===== src/hdl/bpa_pkg.sv =====
// ----------------------------------------------------------------------------
// bpa_pkg : shared constants and types of the bitmap page allocator
// Page map geometry, request and status codes, controller states and the
// command and status bundles between controller and datapath.
// ----------------------------------------------------------------------------
package bpa_pkg;

   localparam int PAGE_W    = 12;
   localparam int COUNT_W   = 9;
   localparam int NUM_PAGES = 4096;
   localparam int MAX_RUN   = 256;
   localparam int WORD_W    = 64;
   localparam int MAP_WORDS = (NUM_PAGES + WORD_W - 1) / WORD_W;
   localparam int ADDR_W    = $clog2(MAP_WORDS);
   localparam int BIT_W     = $clog2(WORD_W);
   localparam int RUN_W     = $clog2(MAX_RUN + 1);
   localparam int LEVELS    = BIT_W + 1;
   localparam int LVL_W     = $clog2(LEVELS);

   typedef enum logic [1:0] {
      ACT_ALLOC   = 2'd0,
      ACT_RELEASE = 2'd1,
      ACT_RESERVE = 2'd2
   } action_type;

   typedef enum logic [1:0] {
      ST_DONE  = 2'd0,
      ST_OOM   = 2'd1,
      ST_RANGE = 2'd2
   } status_type;

   typedef enum logic [2:0] {
      S_IDLE,
      S_DECIDE,
      S_SCAN,
      S_MARK_RD,
      S_MARK_WR,
      S_RESP
   } state_type;

   typedef struct packed {
      logic       req_load;
      logic       scan_init;
      logic       scan;
      logic       range_load;
      logic       mark_rd;
      logic       mark_wr;
      logic       rsp_load;
      status_type code;
   } cmd_type;

   typedef struct packed {
      logic is_alloc;
      logic is_range;
      logic alloc_ok;
      logic range_over;
      logic count_zero;
      logic scan_hit;
      logic scan_miss;
      logic mark_last;
   } stat_type;

endpackage


===== src/hdl/bpa_ctrl.sv =====
// ----------------------------------------------------------------------------
// bpa_ctrl : request sequencer of the page allocator
// Accepts a request, steers decode, scan and marking in the datapath and
// loads the response register.
// ----------------------------------------------------------------------------
module bpa_ctrl (
   input  logic              clock,
   input  logic              reset,
   input  logic              req_valid,
   output logic              req_ready,
   output logic              rsp_valid,
   input  logic              rsp_ready,
   output bpa_pkg::cmd_type  cmd,
   input  bpa_pkg::stat_type stat
);

   bpa_pkg::state_type  state_ff, state_in;
   bpa_pkg::status_type code_ff, code_in;
   logic                rsp_valid_ff, rsp_valid_in;

   always_ff @(posedge clock) begin
      if (reset) begin
         state_ff     <= bpa_pkg::S_IDLE;
         code_ff      <= bpa_pkg::ST_DONE;
         rsp_valid_ff <= 1'b0;
      end else begin
         state_ff     <= state_in;
         code_ff      <= code_in;
         rsp_valid_ff <= rsp_valid_in;
      end
   end

   always_comb begin
      state_in  = state_ff;
      code_in   = code_ff;
      cmd       = '0;
      cmd.code  = code_ff;
      req_ready = 1'b0;

      case (state_ff)
         bpa_pkg::S_IDLE: begin
            req_ready = 1'b1;
            if (req_valid) begin
               cmd.req_load = 1'b1;
               state_in     = bpa_pkg::S_DECIDE;
            end
         end
         bpa_pkg::S_DECIDE: begin
            code_in  = bpa_pkg::ST_DONE;
            state_in = bpa_pkg::S_RESP;
            if (stat.is_alloc) begin
               if (stat.alloc_ok) begin
                  cmd.scan_init = 1'b1;
                  state_in      = bpa_pkg::S_SCAN;
               end else begin
                  code_in = bpa_pkg::ST_OOM;
               end
            end else if (stat.is_range) begin
               if (stat.range_over) begin
                  code_in = bpa_pkg::ST_RANGE;
               end else if (!stat.count_zero) begin
                  cmd.range_load = 1'b1;
                  state_in       = bpa_pkg::S_MARK_RD;
               end
            end
         end
         bpa_pkg::S_SCAN: begin
            cmd.scan = 1'b1;
            if (stat.scan_hit) begin
               code_in  = bpa_pkg::ST_DONE;
               state_in = bpa_pkg::S_MARK_RD;
            end else if (stat.scan_miss) begin
               code_in  = bpa_pkg::ST_OOM;
               state_in = bpa_pkg::S_RESP;
            end
         end
         bpa_pkg::S_MARK_RD: begin
            cmd.mark_rd = 1'b1;
            state_in    = bpa_pkg::S_MARK_WR;
         end
         bpa_pkg::S_MARK_WR: begin
            cmd.mark_wr = 1'b1;
            state_in    = stat.mark_last ? bpa_pkg::S_RESP : bpa_pkg::S_MARK_RD;
         end
         bpa_pkg::S_RESP: begin
            if (!rsp_valid_ff || rsp_ready) begin
               cmd.rsp_load = 1'b1;
               state_in     = bpa_pkg::S_IDLE;
            end
         end
         default: begin
            state_in = bpa_pkg::S_IDLE;
         end
      endcase

      if (cmd.rsp_load) begin
         rsp_valid_in = 1'b1;
      end else if (rsp_ready) begin
         rsp_valid_in = 1'b0;
      end else begin
         rsp_valid_in = rsp_valid_ff;
      end
   end

   assign rsp_valid = rsp_valid_ff;

   // ---------------- checks ----------------
   a_no_overwrite: assert property (@(posedge clock) disable iff (reset)
      cmd.rsp_load |-> (!rsp_valid_ff || rsp_ready))
      else $error("response register loaded while still held");

   a_accept_decode: assert property (@(posedge clock) disable iff (reset)
      (req_valid && req_ready) |=> (state_ff == bpa_pkg::S_DECIDE))
      else $error("accepted request not decoded next cycle");

   a_rmw_pair: assert property (@(posedge clock) disable iff (reset)
      (state_ff == bpa_pkg::S_MARK_WR) |-> ($past(state_ff) == bpa_pkg::S_MARK_RD))
      else $error("map write without a preceding read");

endmodule


===== config.mk =====
export PLATFORM = sky130hd
export DESIGN_NAME = bpa_ctrl
export DESIGN_NICKNAME = d
export VERILOG_FILES = /design/src/hdl/bpa_pkg.sv /design/src/hdl/bpa_ctrl.sv
export SDC_FILE = /design/constraint.sdc
export NUM_CORES = 1
export LEC_CHECK = 0
export BUFFER_PORTS_ARGS = -buffer_cell sky130_fd_sc_hd__buf_2
export CAP_MARGIN = 20
export CORE_AREA = 2 2 39 41
export DETAILED_ROUTE_END_ITERATION = 8
export DIE_AREA = 0 0 41 43
export GPL_ROUTABILITY_DRIVEN = 0
export PLACE_DENSITY = 0.64
export SLEW_MARGIN = 20
export SYNTH_ARGS = -nofsm -noshare
export SYNTH_HDL_FRONTEND = slang
export SYNTH_SLANG_ARGS = --single-unit

===== constraint.sdc =====
create_clock -name clock -period 1.25 [get_ports clock]
set_input_delay 0.125 -clock clock [delete_from_list [all_inputs] [get_ports clock]]
set_output_delay 0.125 -clock clock [all_outputs]
set_load 0.05 [all_outputs]

==> results of run 1 <==
==> power by group through the flow <==
stage	Combinational [mW]	Sequential [mW]	Clock [mW]
2_1_floorplan	0.264	0.251	0
3_3_place_gp	0.416	0.233	0
3_5_place_dp	0.419	0.234	0
4_1_cts	0.510	0.233	0.184
5_1_grt	0.577	0.239	0.199
6_report	0.548	0.235	0.180
==> through the flow <==
stage	area (um2)	setup slack [ns]	cells
6_report	953	-0.0983	114
4_1_cts	903	-0.0779	113
3_3_place_gp	739	-0.0873	106
5_1_grt	953	-0.149	114
2_1_floorplan	520	-0.310	58
3_5_place_dp	739	-0.105	106
==> metal layers <==
metal / track usage, % / up-vias / wire [um]
met1: 23.5 / 274 / 617
li1: - / 292 / -
met2: 38.1 / 22 / 917
met3: 7.85 / 2 / 96
met5: 0 / - / 0
met4: 4.00 / 0 / 29
==> registers in the layout, indices dropped and copies added (netlist names) <==
signal	cells
code_ff	2
state_ff	3
rsp_valid	1
==> logic make-up after synthesis <==
family | share of synthesized area (%)
AOI/OAI and AO/OA | 26.5
buffers and inverters | 8.47
DFF | 25.4
and+or+nand+nor | 39.7
==> cell type report <==
type                            count  area, um2
Tap cell                           16       20.0
Multi-Input combinational cell     45        434
Clock buffer                        3       22.5
Timing Repair Buffer               41        334
Sequential cell                     6        131
Inverter                            3       11.3
Fill cell                         121        430
==> cells in the final DEF, fill, tap and decap left out, drive strengths merged, types with 2 or more instances in the layout <==
cell type and n:
buf 41, nor2 6, nand2b 6, dfxtp 6, nor2b 5, a21oi 3
inv 3, clkbuf 3, nor3b 3, nor4 2, and2 2, o21ai 2
==> worst max path at each step <==
stage | startpoint | to | cells past startpoint
2_1_floorplan | state_ff[0]$_SDFFE_PP0P_ | code_ff[0]$_SDFFE_PP0P_ | 5
3_3_place_gp | state_ff[2]$_SDFFE_PP0P_ | state_ff[2]$_SDFFE_PP0P_ | 5
5_1_grt | state_ff[0]$_SDFFE_PP0P_ | cmd[6] | 3
6_report | state_ff[0]$_SDFFE_PP0P_ | cmd[6] | 3
3_5_place_dp | state_ff[1]$_SDFFE_PP0P_ | code_ff[0]$_SDFFE_PP0P_ | 4
4_1_cts | state_ff[0]$_SDFFE_PP0P_ | cmd[7] | 5
==> what timing repair did <==
item / CTS / global route
setup buffers: 4 / 1
gates resized for setup: 33 / 9
hold endpoints to repair: 0 / 0
pin swaps: 10 / 9
setup endpoints to repair: 12 / 13
==> results.md, run 1 <==
- Outcome: complete, but fails checks
- Failing checks: negative setup slack
- Clk pwr share: 18.7%
- CTS Hold Buffers Added: 0
- Main synth FF type: dfxtp_1
- CTS sink cnt: 6
- Die width: 41 um
- Combinational Power Share: 56.9%
- Int Pwr: 0.581 mW
- Post-synth top cells: 6 x dfxtp_1, 6 x nand2b_1, 6 x nor2_1, 5 x nor2b_1
- Ys Warns: 0
- Power, Total: 0.963 mW
- Io pins: 23
- Hold_ws: 0.165 ns
- H-tree levels: 1
- First-pass GRT wire length: 2520 um
- Core Area: 1380 um2
- Fin util: 68.9%
- DRT iter0 DRCs: 5
- F_max: 0.742 GHz
- RSZ-0062 raised after global routing: true
- Share of the synthesized area in the top cell type: 25.4%
- Critical Path RT: 1.12 ns
- TritonCTS buffer count: 3
- Fin crit share: 108%
- Worst-path fanout max: 5
- Sequential Power Share: 24.4%
- Largest delay share family, worst path: flip-flops
- Diodes inserted: 0
- Number of standard cells after synthesis: 58
- Die Y: 43 um
- Initial antenna violation count: 0
- CP arrival: 1.22 ns
- Largest net degree at the start of global routing: 9
- Total congestion overflow: 0
- Sequential area share after synthesis: 25.4%
- Drt pass-1 iters: 2
- Hpwl dp: 1090 um
- Slowest-stage cell, CP: dfxtp_4
- Synth area leader: dfxtp_1
- Vias: 590
- Syn Std Cell Area: 473 um2
- Total negative slack: -0.598 ns
- Crit path launch type: register
- Worst setup EP type: output port
- Post-Route Skew: 0.00593 ns
- Synth Area per Inst: 8.15 um2
- Asr flop ratio synth: 0%
- WHS Path Cells: 2
- Vias in the first global route: 600
- Min Clock Period, post-route: 1.35 ns
- Worst path buffer plus inverter count: 2
- Max cap viols: 0
- Layout area overhead: 102%
- TritonCTS clock tree: built
- Initial cell density of the core: 34.2%
- Max rail drop VDD: 0.637 mV
- Setup ws final: -0.0983 ns
- Final WL: 1660 um
- Port-buffer cells: 22
- Clock buffer depth: 2
- WL/cell: 14.6 um
- Yosys reg bits: 6
- FF-to-FF End: code_ff[0]$_SDFFE_PP0P_
- Type of the worst min-delay path: primary input to register
- Share of cells above drive strength 1: 66.3%
- Row Count: 14
- GRT Util Overall: 21.7%
- Pwr Density: 1010 nW/um2
- Reg2Reg Depth: 5
- Synth area leaders: dfxtp_1 25%, nand2b_1 7.9%, nor2b_1 6.6%
- Fin. Hold Viols: 0
- Clock transition at the registers of the reported paths: 0.04 ns
- Slew HR: 79.6%
- Worst slew pin tran: 0.306 ns
- Worst stage delay on the critical path: 0.35 ns
- Clk Latency, worst-skew pair: 0.25 ns
- Number of flops mapped to enable cells by yosys: 0
- DR DRC count: 0
- R2R Setup Slk: -0.02 ns
- P_leak: 0.403 nW
- CP cell instances: buf_4 -> nor3b_4 -> buf_6
- NumNets Final: 112
- Psw: 0.382 mW
- Min-delay src: reset
- Die area: 1760 um2
- Unique masters post-synth: 32
- Vias/cell: 5.18
- Final setup vio count: 10
- Hold EP: state_ff[1]$_SDFFE_PP0P_
- Root buf cell: clkbuf_4
- Switch share: 39.7%
- Pins Over Slew Limit: 0
- Critical path class: register to output port
- ANT nets after route: 0
- Worst flop-to-flop path startpoint: state_ff[0]$_SDFFE_PP0P_
- Post-Synthesis Net Count: 70
Note: power is estimated with default switching activity, not from simulation.
==> run 2: changes to the inputs <==
--- a/config.mk
+++ b/config.mk
@@ -12,6 +12,7 @@
 export DIE_AREA = 0 0 41 43
 export GPL_ROUTABILITY_DRIVEN = 0
 export PLACE_DENSITY = 0.64
+export RECOVER_POWER = 100
 export SLEW_MARGIN = 20
 export SYNTH_ARGS = -nofsm -noshare
 export SYNTH_HDL_FRONTEND = slang
==> run 2 against run 1 <==
The run still ends with negative setup slack left. Routed wire length unchanged. Die area did not move. Critical path depth did not move. Largest cell class unchanged. Clock power about the same. First-iteration DRC count is 20% higher. Setup slack is essentially flat. Highest routed layer unchanged. Clock skew unchanged. Non-clock buffer count unchanged. Sequential power barely moved. Final cell count unchanged. Combinational power barely moved. Worst hold slack hardly changed.
==> results.md, run 2 (synthesis gave the netlist of run 1 again) <==
- Commonest non-fill, non-tap cell in the layout: buf_4
- CTS sink cnt: 6 (unchanged)
- Diodes inserted: 0 (unchanged)
- Placed Cells: 106 (unchanged)
- Die Y: 43 um (unchanged)
- F_max: 0.742 GHz (about the same)
- Vias/cell: 5.18 (unchanged)
- CP arrival: 1.22 ns (about the same)
- Final WL: 1660 um (unchanged)
- Worst setup EP type: output port
- Largest register by flop count: state_ff
- Fin. Hold Viols: 0 (unchanged)
- Final setup vio count: 10 (unchanged)
- Clock transition at the registers of the reported paths: 0.04 ns (about the same)
- Initial cell density of the core: 34.2% (unchanged)
- TritonCTS clock tree: built
- Type of the worst min-delay path: primary input to register
- Drt pass-1 iters: 2 (unchanged)
- Initial antenna violation count: 0 (unchanged)
- Outcome: complete, but fails checks
- Min Clock Period, post-route: 1.35 ns (+0.0000120 ns)
- Root buf cell: clkbuf_4
- Pwr Density: 1010 nW/um2 (about the same)
- DR DRC count: 0 (unchanged)
- Routed wl met2: 918 um (+0.11%)
- Worst-path fanout max: 5 (unchanged)
- ANT nets after route: 0 (unchanged)
- Critical Path RT: 1.12 ns (about the same)
- TritonCTS buffer count: 3 (unchanged)
- Io pins: 23 (unchanged)
- Uppermost layer routed: met4
- DRT iter0 DRCs: 6 (+1)
- Pins Over Slew Limit: 0 (unchanged)
- Total congestion overflow: 0 (unchanged)
- WL met3: 95 um (-1.0%)
- Die area: 1760 um2 (unchanged)
- Vias: 590 (unchanged)
- RSZ-0062 raised after global routing: true
- Post-Route Skew: 0.00593 ns (unchanged)
- DRT met1 WL: 618 um (+0.16%)
- H-tree levels: 1 (unchanged)
- First-pass GRT wire length: 2520 um (unchanged)
- Worst slew pin tran: 0.306 ns (+0.0000697 ns)
- Core Area: 1380 um2 (unchanged)
- Critical path class: register to output port
- Die width: 41 um (unchanged)
- WL/cell: 14.6 um (unchanged)
- Max cap viols: 0 (unchanged)
- Row Count: 14 (unchanged)
- Layout area overhead: 102% (unchanged)
- NumNets Final: 112 (unchanged)
- Crit path launch type: register
- Hpwl dp: 1090 um (unchanged)
- Clock buffer depth: 2 (unchanged)
- CTS Hold Buffers Added: 0 (unchanged)
- Fin crit share: 108% (about the same)
- Most frequent cells in the layout: 14 x buf_4, 11 x buf_2, 11 x buf_6
- Port-buffer cells: 22 (unchanged)
- Max rail drop VDD: 0.637 mV (about the same)
- Setup ws final: -0.0983 ns (-0.0000120 ns)
- GRT Util Overall: 21.7% (unchanged)
- DP Worst Slack: -0.105 ns (unchanged)
- P_leak: 0.401 nW (-0.59%)
- Share of cells above drive strength 1: 66.3% (unchanged)
- Slew HR: 79.6% (about the same)
- Max FFs per register: 3 (unchanged)
- Finished Cell Area: 953 um2 (unchanged)
- DP Area: 739 um2 (unchanged)
- Clk Latency, worst-skew pair: 0.25 ns (about the same)
- Post-Layout Cell Count: 114 (unchanged)
- Largest net degree at the start of global routing: 9 (unchanged)
- Vias in the first global route: 600 (unchanged)
- Failing checks: negative setup slack
run 2: metal layers:
layer	global-route usage, %	up-vias
met5	0	-
met1	23.5	274
met4	4.00	0
met3	7.85	2
met2	38.1	22
li1	-	292
run 2: what timing repair did:
item,4_1_cts,5_1_grt
buffers inserted,4,1
pin swaps,10,9
resized for setup,33,9
setup endpoints to repair,12,13
run 2: worst paths after layout:
check,cells after the start,to,slack [ns],startpoint
setup / recovery,3,cmd[6],-0.1,state_ff[0]$_SDFFE_PP0P_
setup reg to reg,5,code_ff[0]$_SDFFE_PP0P_,-0.02,state_ff[0]$_SDFFE_PP0P_
hold / removal,2,state_ff[1]$_SDFFE_PP0P_,0.16,reset
hold reg to reg,2,code_ff[0]$_SDFFE_PP0P_,0.47,code_ff[0]$_SDFFE_PP0P_
run 2: report_power, final:
| part | leakage, nW | total (mW) | switching [mW] | internal [mW] |
|---|---|---|---|---|
| sequential | 0.0511 | 0.235 | 0.0233 | 0.212 |
| clock | 0.0138 | 0.180 | 0.0713 | 0.109 |
| combinational | 0.336 | 0.548 | 0.288 | 0.259 |
| total | 0.401 | 0.963 | 0.383 | 0.580 |
run 2: metrics by stage:
step | hold WS [ns] | setup TNS, ns | util [%] | total power, mW
6_report | 0.165 | -0.598 | 68.9 | 0.963
5_1_grt | 0.171 | -1.17 | 68.9 | 1.01
3_3_place_gp | 0.404 | -0.304 | 53.4 | 0.649
4_1_cts | 0.139 | -0.509 | 65.3 | 0.928
3_5_place_dp | 0.400 | -0.390 | 53.4 | 0.652
2_1_floorplan | 0.194 | -1.44 | - | 0.515
run 2: worst max-delay path, stage by stage, from the launching register on:
cell and delay (ns):
dfxtp_4 0.35, buf_4 0.14, nor3b_4 0.28, buf_6 0.21
run 2: final cells by class:
type	instances	area (um2)
Clock buffer	3	22.5
Tap cell	16	20.0
Timing Repair Buffer	41	334
Multi-Input combinational cell	45	434
Sequential cell	6	131
Inverter	3	11.3
Fill cell	121	430
